<file path="src/hdl/homogeneous_point_transform_macros.svh">
// Assertion helpers for the point transform.
`ifndef HOMOGENEOUS_POINT_TRANSFORM_MACROS_SVH
`define HOMOGENEOUS_POINT_TRANSFORM_MACROS_SVH
// Implication checked on every clock edge outside reset.
`define HPT_ASSERT_IMP(label, clk, rst_n, ante, cons) \
    label: assert property (@(posedge clk) disable iff (!rst_n) (ante) |-> (cons)) \
        else $error("assertion failed");
// Next-cycle implication checked outside reset.
`define HPT_ASSERT_NEXT(label, clk, rst_n, ante, cons) \
    label: assert property (@(posedge clk) disable iff (!rst_n) (ante) |=> (cons)) \
        else $error("assertion failed");
`endif

</file>
<file path="src/hdl/hpt_pkg.sv">
`default_nettype none
package hpt_pkg;
    localparam int unsigned NUM_REGS    = 8;
    localparam int unsigned ADDR_W      = 5;
    localparam int unsigned DIV_STAGES  = 64;
    localparam int unsigned ACC_W       = 50;
    localparam int unsigned NUM_W       = 65;
    localparam logic [63:0] S32_MAX_MAG = 64'h7FFF_FFFF;
    localparam logic [63:0] S32_MIN_MAG = 64'h8000_0000;
    localparam logic [31:0] CFG_RESET [NUM_REGS] = '{
        32'h0000_1000, 32'h0, 32'h1000_0000, 32'h0,
        32'h0, 32'h0000_1000, 32'h0, 32'h1000_0000};

    typedef struct packed {
        logic        w_zero;
        logic        x_neg;
        logic        y_neg;
        logic        z_neg;
    } t_sign_info;
endpackage
`default_nettype wire

</file>
<file path="src/hdl/hpt_merge.sv">
`default_nettype none
// Signs the three quotients, clamps them and folds the flags.
module hpt_merge (
    input  wire logic [hpt_pkg::DIV_STAGES-1:0] i_qx,
    input  wire logic [hpt_pkg::DIV_STAGES-1:0] i_qy,
    input  wire logic [hpt_pkg::DIV_STAGES-1:0] i_qz,
    input  wire hpt_pkg::t_sign_info            i_info,
    output      logic [31:0]                    o_x,
    output      logic [31:0]                    o_y,
    output      logic [31:0]                    o_z,
    output      logic                           o_sat
);
    logic sx, sy, sz;

    function automatic logic [32:0] clamp(input logic [hpt_pkg::DIV_STAGES-1:0] q,
                                          input logic neg);
        logic [63:0] qq;
        qq = 64'(q);
        if (!neg) begin
            if (qq > hpt_pkg::S32_MAX_MAG) return {1'b1, 32'h7FFF_FFFF};
            return {1'b0, qq[31:0]};
        end
        if (qq > hpt_pkg::S32_MIN_MAG) return {1'b1, 32'h8000_0000};
        return {1'b0, 32'(-qq)};
    endfunction

    always_comb begin
        {sx, o_x} = clamp(i_qx, i_info.x_neg);
        {sy, o_y} = clamp(i_qy, i_info.y_neg);
        {sz, o_z} = clamp(i_qz, i_info.z_neg);
        o_sat = sx | sy | sz;
        if (i_info.w_zero) begin
            o_x = '0;
            o_y = '0;
            o_z = '0;
            o_sat = 1'b0;
        end
    end
endmodule
`default_nettype wire

</file>
<file path="config.mk">
export PLATFORM = sky130hd
export DESIGN_NAME = hpt_merge
export DESIGN_NICKNAME = d
export VERILOG_FILES = /design/src/hdl/homogeneous_point_transform_macros.svh /design/src/hdl/hpt_pkg.sv /design/src/hdl/hpt_merge.sv
export SDC_FILE = /design/constraint.sdc
export NUM_CORES = 1
export LEC_CHECK = 0
export BUFFER_PORTS_ARGS = -buffer_cell sky130_fd_sc_hd__buf_2
export CAP_MARGIN = 10
export CELL_PAD_IN_SITES_DETAIL_PLACEMENT = 1
export CELL_PAD_IN_SITES_GLOBAL_PLACEMENT = 2
export CORE_MARGIN = 2
export CORE_UTILIZATION = 19
export DETAILED_ROUTE_END_ITERATION = 6
export PLACE_DENSITY = 0.95
export SYNTH_ARGS = -nofsm -noshare
export SYNTH_HDL_FRONTEND = slang
export SYNTH_SLANG_ARGS = --single-unit
</file>
<file path="constraint.sdc">
create_clock -name vclk -period 4.95
set_clock_uncertainty 0.2 [all_clocks]
set_input_delay 0.495 -clock vclk [all_inputs]
set_output_delay 0.495 -clock vclk [all_outputs]
set_load 0.03 [all_outputs]
</file>
==> results of run 1 <==
==> cell type report <==
cell class | instances | area share [%]
timing repair buffer | 308 | 30.1
multi-input combinational | 568 | 62.8
inverter | 21 | 1.50
tap | 234 | 5.58
==> worst max-delay path: cells and delay by family <==
| family | cells | cell delay [ns] |
|---|---|---|
| AO/OA/AOI/OAI | 3 | 1.05 |
| buffers and inverters | 2 | 0.40 |
| AND/OR/NAND/NOR | 3 | 1.66 |
==> per-stage QoR <==
| stage | power (W) | utilization, % | cell area [um2] | setup slack [ns] |
|---|---|---|---|---|
| final | 0.000388 | 28.2 | 5240 | 0.645 |
| after global routing | 0.000419 | 28.2 | 5240 | 0.421 |
| after CTS | 0.000389 | 28.2 | 5240 | 0.602 |
| after detailed placement | 0.000388 | 28.2 | 5240 | 0.578 |
| after global placement | 0.000384 | 28.2 | 5240 | 0.605 |
| after floorplan | 0.000198 | - | 3560 | 0.965 |
==> synth_stat cells, types with 7 or more instances <==
library cell	n	area share [%]
or2_2	13	2.3
a211o_1	9	2.2
nand3_1	30	4.2
or4_1	16	3.4
a311oi_1	33	8.1
nor3_1	51	7.2
buf_2	7	0.98
nand2_1	79	8.3
o21ai_0	12	1.7
nor2_1	63	6.6
nand2b_1	7	1.2
inv_1	21	2.2
a211oi_1	23	4.8
or3_1	20	3.5
a21oi_1	86	12
nor4_1	46	8.1
clkbuf_1	42	4.4
==> power by group through the flow <==
stage	sequential [W]	clock, W	combinational [W]
CTS	0	0	0.000389
global route	0	0	0.000419
finish	0	0	0.000388
detailed placement	0	0	0.000388
floorplan	0	0	0.000198
global placement	0	0	0.000384
==> final timing paths <==
| check | from | end | slack (ns) | cells past startpoint |
|---|---|---|---|---|
| worst max-delay path | i_qx[26] | o_x[28] | 0.64 | 8 |
| worst min-delay path | i_qy[16] | o_y[16] | 1.14 | 3 |
==> cells by family after synthesis <==
group | count (synthesis)
AOI/OAI and AO/OA | 193
xor gates and xnor gates | 4
adders and majority gates | 3
buffers and inverters | 70
muxes | 3
and+or+nand+nor | 365
==> per-layer routing <==
layer	part of all wire, %	GRT usage, %
met1	43	22.3
met4	1.4	2.58
met2	50	34.8
met5	0	0
met3	5.2	1.90
==> impl_metrics.ini, run 1 <==
[critical_path]
end_kind = output pin
startpoint_type = primary input
arrival_ns = 3.61
crit_type = in -> out
cpMostUsedCell = buf_2
path_cells = buf_2 -> nor4_1 -> or4b_1 -> o41ai_1 -> a21oi_1 -> or2_1 -> a311oi_1 -> buf_2
crit_fanout = 31
critPathMaxStageDelay_ns = 0.65
crit_slowest_cell = or2_1
required_ns = 4.26

[detailed_routing]
vias_per_cell = 5.40
wl_per_cell_um = 17.3
drt_wl_total_mm = 19.5
vias = 6108
drc_errors = 0
firstDrtPassIters = 5
drt_iter0_drc = 182
drtAntennaViolNets = 0

[grt]
grt_max_degree = 44
grt_usage_pct = 18.2
antenna_found_initial = 0
grt_pass1_vias = 6017
grt_pass1_wl_mm = 30.6
grt_overflow = 0

[yosys]
synthXorXnorAreaFrac_pct = 0.983
netlist_instances = 638
yosys.area_share.simple_pct = 53.6
synth_compound_area_share_pct = 35.9
ys_seq_area_share_pct = 0
synth_nets = 837
syn_area_um2 = 3560
synth_fa_ha_area_share_pct = 1.05
synth_area_per_cell_um2 = 5.59
yosys_warnings = 0
yosysUniqueCellTypes = 52
synth_top_family_by_area = simple AND/OR/NAND/NOR gates
synthMuxAreaShare_pct = 0.878

[timing]
post-route-period-util_pct = 87.0
rsz0062_at_grt = no
worst_slew_pin_slew_ns = 1.18
setup_viol = 0
tns_ns = 0
holdWs_ns = 1.14
slew_viol_final = 0
max_slew_margin_pct = 21.6
hold_viol = 0
fin_crit_ns = 4.31
max_freq_mhz = 232

[finish]
multiInputGateArea_um2 = 3290
final_cell_mix = buf_2 (293), a21oi_1 (86), nand2_1 (79)
insertedDiodeCount = 0
layout_commonest_cell = buf_2
stdcell_count = 1131
seq_cell_count = 0
nClkBuffers = 0
layout-drive-gt1-share_pct = 36.5
final_nets = 1098
area_growth_syn_to_layout_pct = 47.1
fillers = 2529
regArea_um2 = 0

[power_and_ir_drop]
p_leak_nw = 2.13
p_comb_share_pct = 100.0
seqPwrFrac_pct = 0
p_switching_w = 0.000256
p_sw_share_pct = 65.9
p_per_area_nw_per_um2 = 74.0
ir_drop_uv = 39.6
p_int_w = 0.000132
clkPwrFrac_pct = 0

[die]
die-width_um = 141
dieArea_um2 = 19900
num_rows = 50
die_h_um = 141
start_util_pct = 19.2
coreArea_um2 = 18600
io_pins = 293

[clock_tree]
post_cts_resized = 0
post-cts-setup-buffers = 0
hold_buffers = 0

[place]
dp_cells = 1131
gp_congestion = 0.861
hpwl_mm = 15.9
port_buffers = 293

[flow_run]
cap_viol_max_count = 0

[outcome]
run_status = completed

[min_path]
holdCritPathClass = in -> out
Power figures use the tool's default switching activity.
==> inputs of run 2 (changes only) <==
Settings changed: CELL_PAD_IN_SITES_DETAIL_PLACEMENT 1 to 0, CELL_PAD_IN_SITES_GLOBAL_PLACEMENT 2 to 1, CORE_UTILIZATION 19 to 27.
==> impl_metrics.ini, run 2 (synthesis results as in run 1) <==
[min_path]
holdCritPathClass = in -> out
holdPathStages = 3
hold_end = o_x[18]
min_from = i_qx[18]

[finish]
insertedDiodeCount = 0
nClkBuffers = 0
layout-drive-gt1-share_pct = 36.2
seq_cell_count = 0
layout_commonest_cell = buf_2
regArea_um2 = 0
area_growth_syn_to_layout_pct = 44.3
design_area_um2 = 5140
final_cell_mix = buf_2 (293), a21oi_1 (86), nand2_1 (79)
final_nets = 1095

[die]
coreArea_um2 = 12800
num_rows = 41
io_pins = 293
die_h_um = 119
start_util_pct = 27.9
dieArea_um2 = 14100
die-width_um = 119

[grt]
grt_usage_pct = 21.5
antenna_found_initial = 0
grt_pass1_wl_mm = 26.4
grt_max_degree = 43
grt_overflow = 0
grt_pass1_vias = 5277

[outcome]
run_status = completed

[detailed_routing]
drt_iter0_drc = 623
wl_per_cell_um = 15.8
drc_errors = 0
firstDrtPassIters = 7
drtAntennaViolNets = 0
drt_wl_total_mm = 16.8
vias_per_cell = 5.69
vias = 6064

[timing]
tns_ns = 0
hold_viol = 0
rsz0062_at_grt = no
max_slew_margin_pct = 27.6
worst_slew_pin_slew_ns = 1.09
setup_viol = 0
fin_crit_ns = 4.32
slew_viol_final = 0
post-route-period-util_pct = 87.3
max_freq_mhz = 231

[critical_path]
critPathMaxStageDelay_ns = 0.66
path_cells = buf_2 -> inv_1 -> ha_1 -> or3b_2 -> nand4b_1 -> o41a_1 -> nor2_4 -> o21bai_1 -> nor3_1 -> buf_2
end_kind = output pin
startpoint_type = primary input
crit_type = in -> out
cpMostUsedCell = buf_2
crit_fanout = 12
crit_slowest_cell = o41a_1
required_ns = 4.26
arrival_ns = 3.63

[place]
gp_congestion = 0.907
place_area_um2 = 5140
port_buffers = 293
hpwl_mm = 13.3

[clock_tree]
post-cts-setup-buffers = 0
hold_buffers = 0
post_cts_resized = 0

[flow_run]
cap_viol_max_count = 0

[power_and_ir_drop]
ir_drop_uv = 34.9
p_leak_nw = 2.12
p_per_area_nw_per_um2 = 73.8
[run 2: cell types whose count changed in the layout (fill, tap and decap cells not counted)]
| cell | before | now |
|---|---|---|
| buf_4 | 15 | 12 |
[run 2: worst max-delay path, delay by kind of cell]
family / cells / cell delay (ns)
compound gates: 2 / 0.99
buf+inv: 3 / 0.44
simple gates: 4 / 1.53
fa+ha+maj: 1 / 0.18
[run 2: per-layer routing]
layer / routed length [um] / vias up / global-route usage [%]
met1: 7350 / 2774 / 29.8
met2: 7980 / 286 / 36.9
met4: 236 / 0 / 2.68
met3: 1230 / 20 / 2.20
li1: - / 2984 / -
met5: 0 / - / 0
[run 2: report_power, final]
group          total [W]  internal (W)  leakage [nW]  switching [W]
Clock                  0             0             0              0
Sequential             0             0             0              0
Combinational   0.000380      0.000132          2.12       0.000248
Total           0.000380      0.000132          2.12       0.000248
[run 2: layout make-up]
cell class / count / area, um2
fill: 1396 / 7630
timing repair buffer: 305 / 1560
multi-input combinational: 568 / 3290
tap: 172 / 215
inverter: 21 / 78.8
[run 2: per-stage QoR]
stage	setup slack (ns)	hold WS [ns]	total power, W	cells	utilization, %
finish	0.627	1.13	0.000380	1066	40.3
global route	0.412	1.15	0.000409	1066	40.3
CTS	0.640	1.13	0.000378	1066	40.3
detailed placement	0.637	1.13	0.000377	1066	40.3
global placement	0.753	1.13	0.000376	1066	40.3
floorplan	0.965	0.975	0.000198	638	-
[run 2: how the worst max path moves through the flow]
stage	from	endpoint	depth (start not counted)
after detailed placement	i_qz[0]	o_z[29]	10
final	i_qz[0]	o_z[29]	10
after floorplan	i_qz[0]	o_z[15]	9
after CTS	i_qz[0]	o_z[29]	10
after global routing	i_qz[0]	o_z[29]	10
after global placement	i_qz[0]	o_z[29]	10
==> inputs of run 3 (changes only) <==
Settings changed: PLACE_DENSITY 0.95 to default, PLACE_DENSITY_LB_ADDON from default to 0.08.
==> impl_metrics.ini, run 3 (synthesis results as in run 1) <==
[finish]
layout_commonest_cell = buf_2
nClkBuffers = 0
layout-drive-gt1-share_pct = 36.1
insertedDiodeCount = 0
area_growth_syn_to_layout_pct = 43.9
multiInputGateArea_um2 = 3290
fillers = 1454
final_cell_mix = buf_2 (293), a21oi_1 (86), nand2_1 (79)
stdcell_count = 1064
seq_cell_count = 0
final_nets = 1093
regArea_um2 = 0

[power_and_ir_drop]
p_leak_nw = 2.11
ir_drop_uv = 47.5
p_per_area_nw_per_um2 = 74.0

[timing]
worst_slew_pin_slew_ns = 1.12
max_freq_mhz = 234
setup_viol = 0
max_slew_margin_pct = 25.2
post-route-period-util_pct = 86.3
fin_crit_ns = 4.27
worst_slack_ns = 0.676
rsz0062_at_grt = no
hold_viol = 0
slew_viol_final = 0
tns_ns = 0

[place]
port_buffers = 293
place_ws_ns = 0.667
hpwl_mm = 13.3
gp_congestion = 0.860
dp_cells = 1064

[grt]
antenna_found_initial = 0
grt_pass1_vias = 5322
grt_overflow = 0
grt_max_degree = 43
grt_usage_pct = 21.5
grt_pass1_wl_mm = 26.3

[critical_path]
crit_type = in -> out
crit_fanout = 12
critPathMaxStageDelay_ns = 0.57
required_ns = 4.26
path_cells = buf_2 -> inv_1 -> ha_1 -> or3b_2 -> nand4b_1 -> o41a_1 -> nor2_4 -> o21bai_1 -> a211oi_1 -> buf_2
startpoint_type = primary input
crit_slowest_cell = o41a_1
cpMostUsedCell = buf_2
arrival_ns = 3.58
critPathTopFamily = compound AO/OA/AOI/OAI gates
crit_buf_inv = 3
end_kind = output pin

[min_path]
hold_end = o_y[27]
min_from = i_qy[27]
holdPathStages = 3
holdCritPathClass = in -> out

[detailed_routing]
vias = 5960
drt_iter0_drc = 504
drt_wl_total_mm = 16.9
wl_per_cell_um = 15.8
drc_errors = 0
firstDrtPassIters = 5
vias_per_cell = 5.60
drtAntennaViolNets = 0

[die]
num_rows = 41
die_h_um = 119
die-width_um = 119
dieArea_um2 = 14100
io_pins = 293
coreArea_um2 = 12800
start_util_pct = 27.9

[clock_tree]
post-cts-setup-buffers = 0
hold_buffers = 0
post_cts_resized = 0

[flow_run]
cap_viol_max_count = 0

[outcome]
run_status = completed
-- run 3: cell count changes in the layout (fill, tap and decap cells not counted), sizes merged --
| cell | change |
|---|---|
| buf | -2 |
-- run 3: how the worst max path moves through the flow --
stage              from  endpoint  slack [ns]  cells past startpoint
3_5_place_dp   i_qx[26]   o_x[10]        0.67                      8
3_3_place_gp    i_qz[0]   o_z[20]        0.76                     10
6_report        i_qz[0]   o_z[14]        0.68                     10
2_1_floorplan   i_qz[0]   o_z[15]        0.97                      9
4_1_cts        i_qx[26]   o_x[10]        0.67                      8
5_1_grt        i_qx[26]   o_x[10]        0.36                      8
-- run 3: worst min-delay path: stages --
cell and delay [ns]:
buf_2 0.09, a311oi_1 0.07, buf_2 0.17
-- run 3: layout make-up --
cell class | instances | area share [%]
Inverter | 21 | 1.54
Tap cell | 172 | 4.20
Multi-Input combinational cell | 568 | 64.2
Timing Repair Buffer | 303 | 30.1
-- run 3: metal layers --
layer | GRT usage (%) | wire, um | vias to the layer above
met1 | 29.0 | 7680 | 2730
met2 | 36.5 | 7850 | 217
met3 | 2.78 | 1020 | 20
li1 | - | - | 2993
met4 | 4.32 | 309 | 0
met5 | 0 | 0 | -
-- run 3: where the power goes --
group	switching, W	internal [W]
logic	0.000248	0.000131
registers	0	0
clock network	0	0
-- run 3: through the flow --
| step | utilization, % | area, um2 | hold slack [ns] | power, W |
|---|---|---|---|---|
| 2_1_floorplan | - | 3560 | 0.975 | 0.000198 |
| 3_3_place_gp | 40.2 | 5130 | 1.12 | 0.000372 |
| 3_5_place_dp | 40.2 | 5130 | 1.13 | 0.000377 |
| 4_1_cts | 40.2 | 5130 | 1.13 | 0.000378 |
| 5_1_grt | 40.2 | 5130 | 1.14 | 0.000409 |
| 6_report | 40.2 | 5130 | 1.13 | 0.000379 |
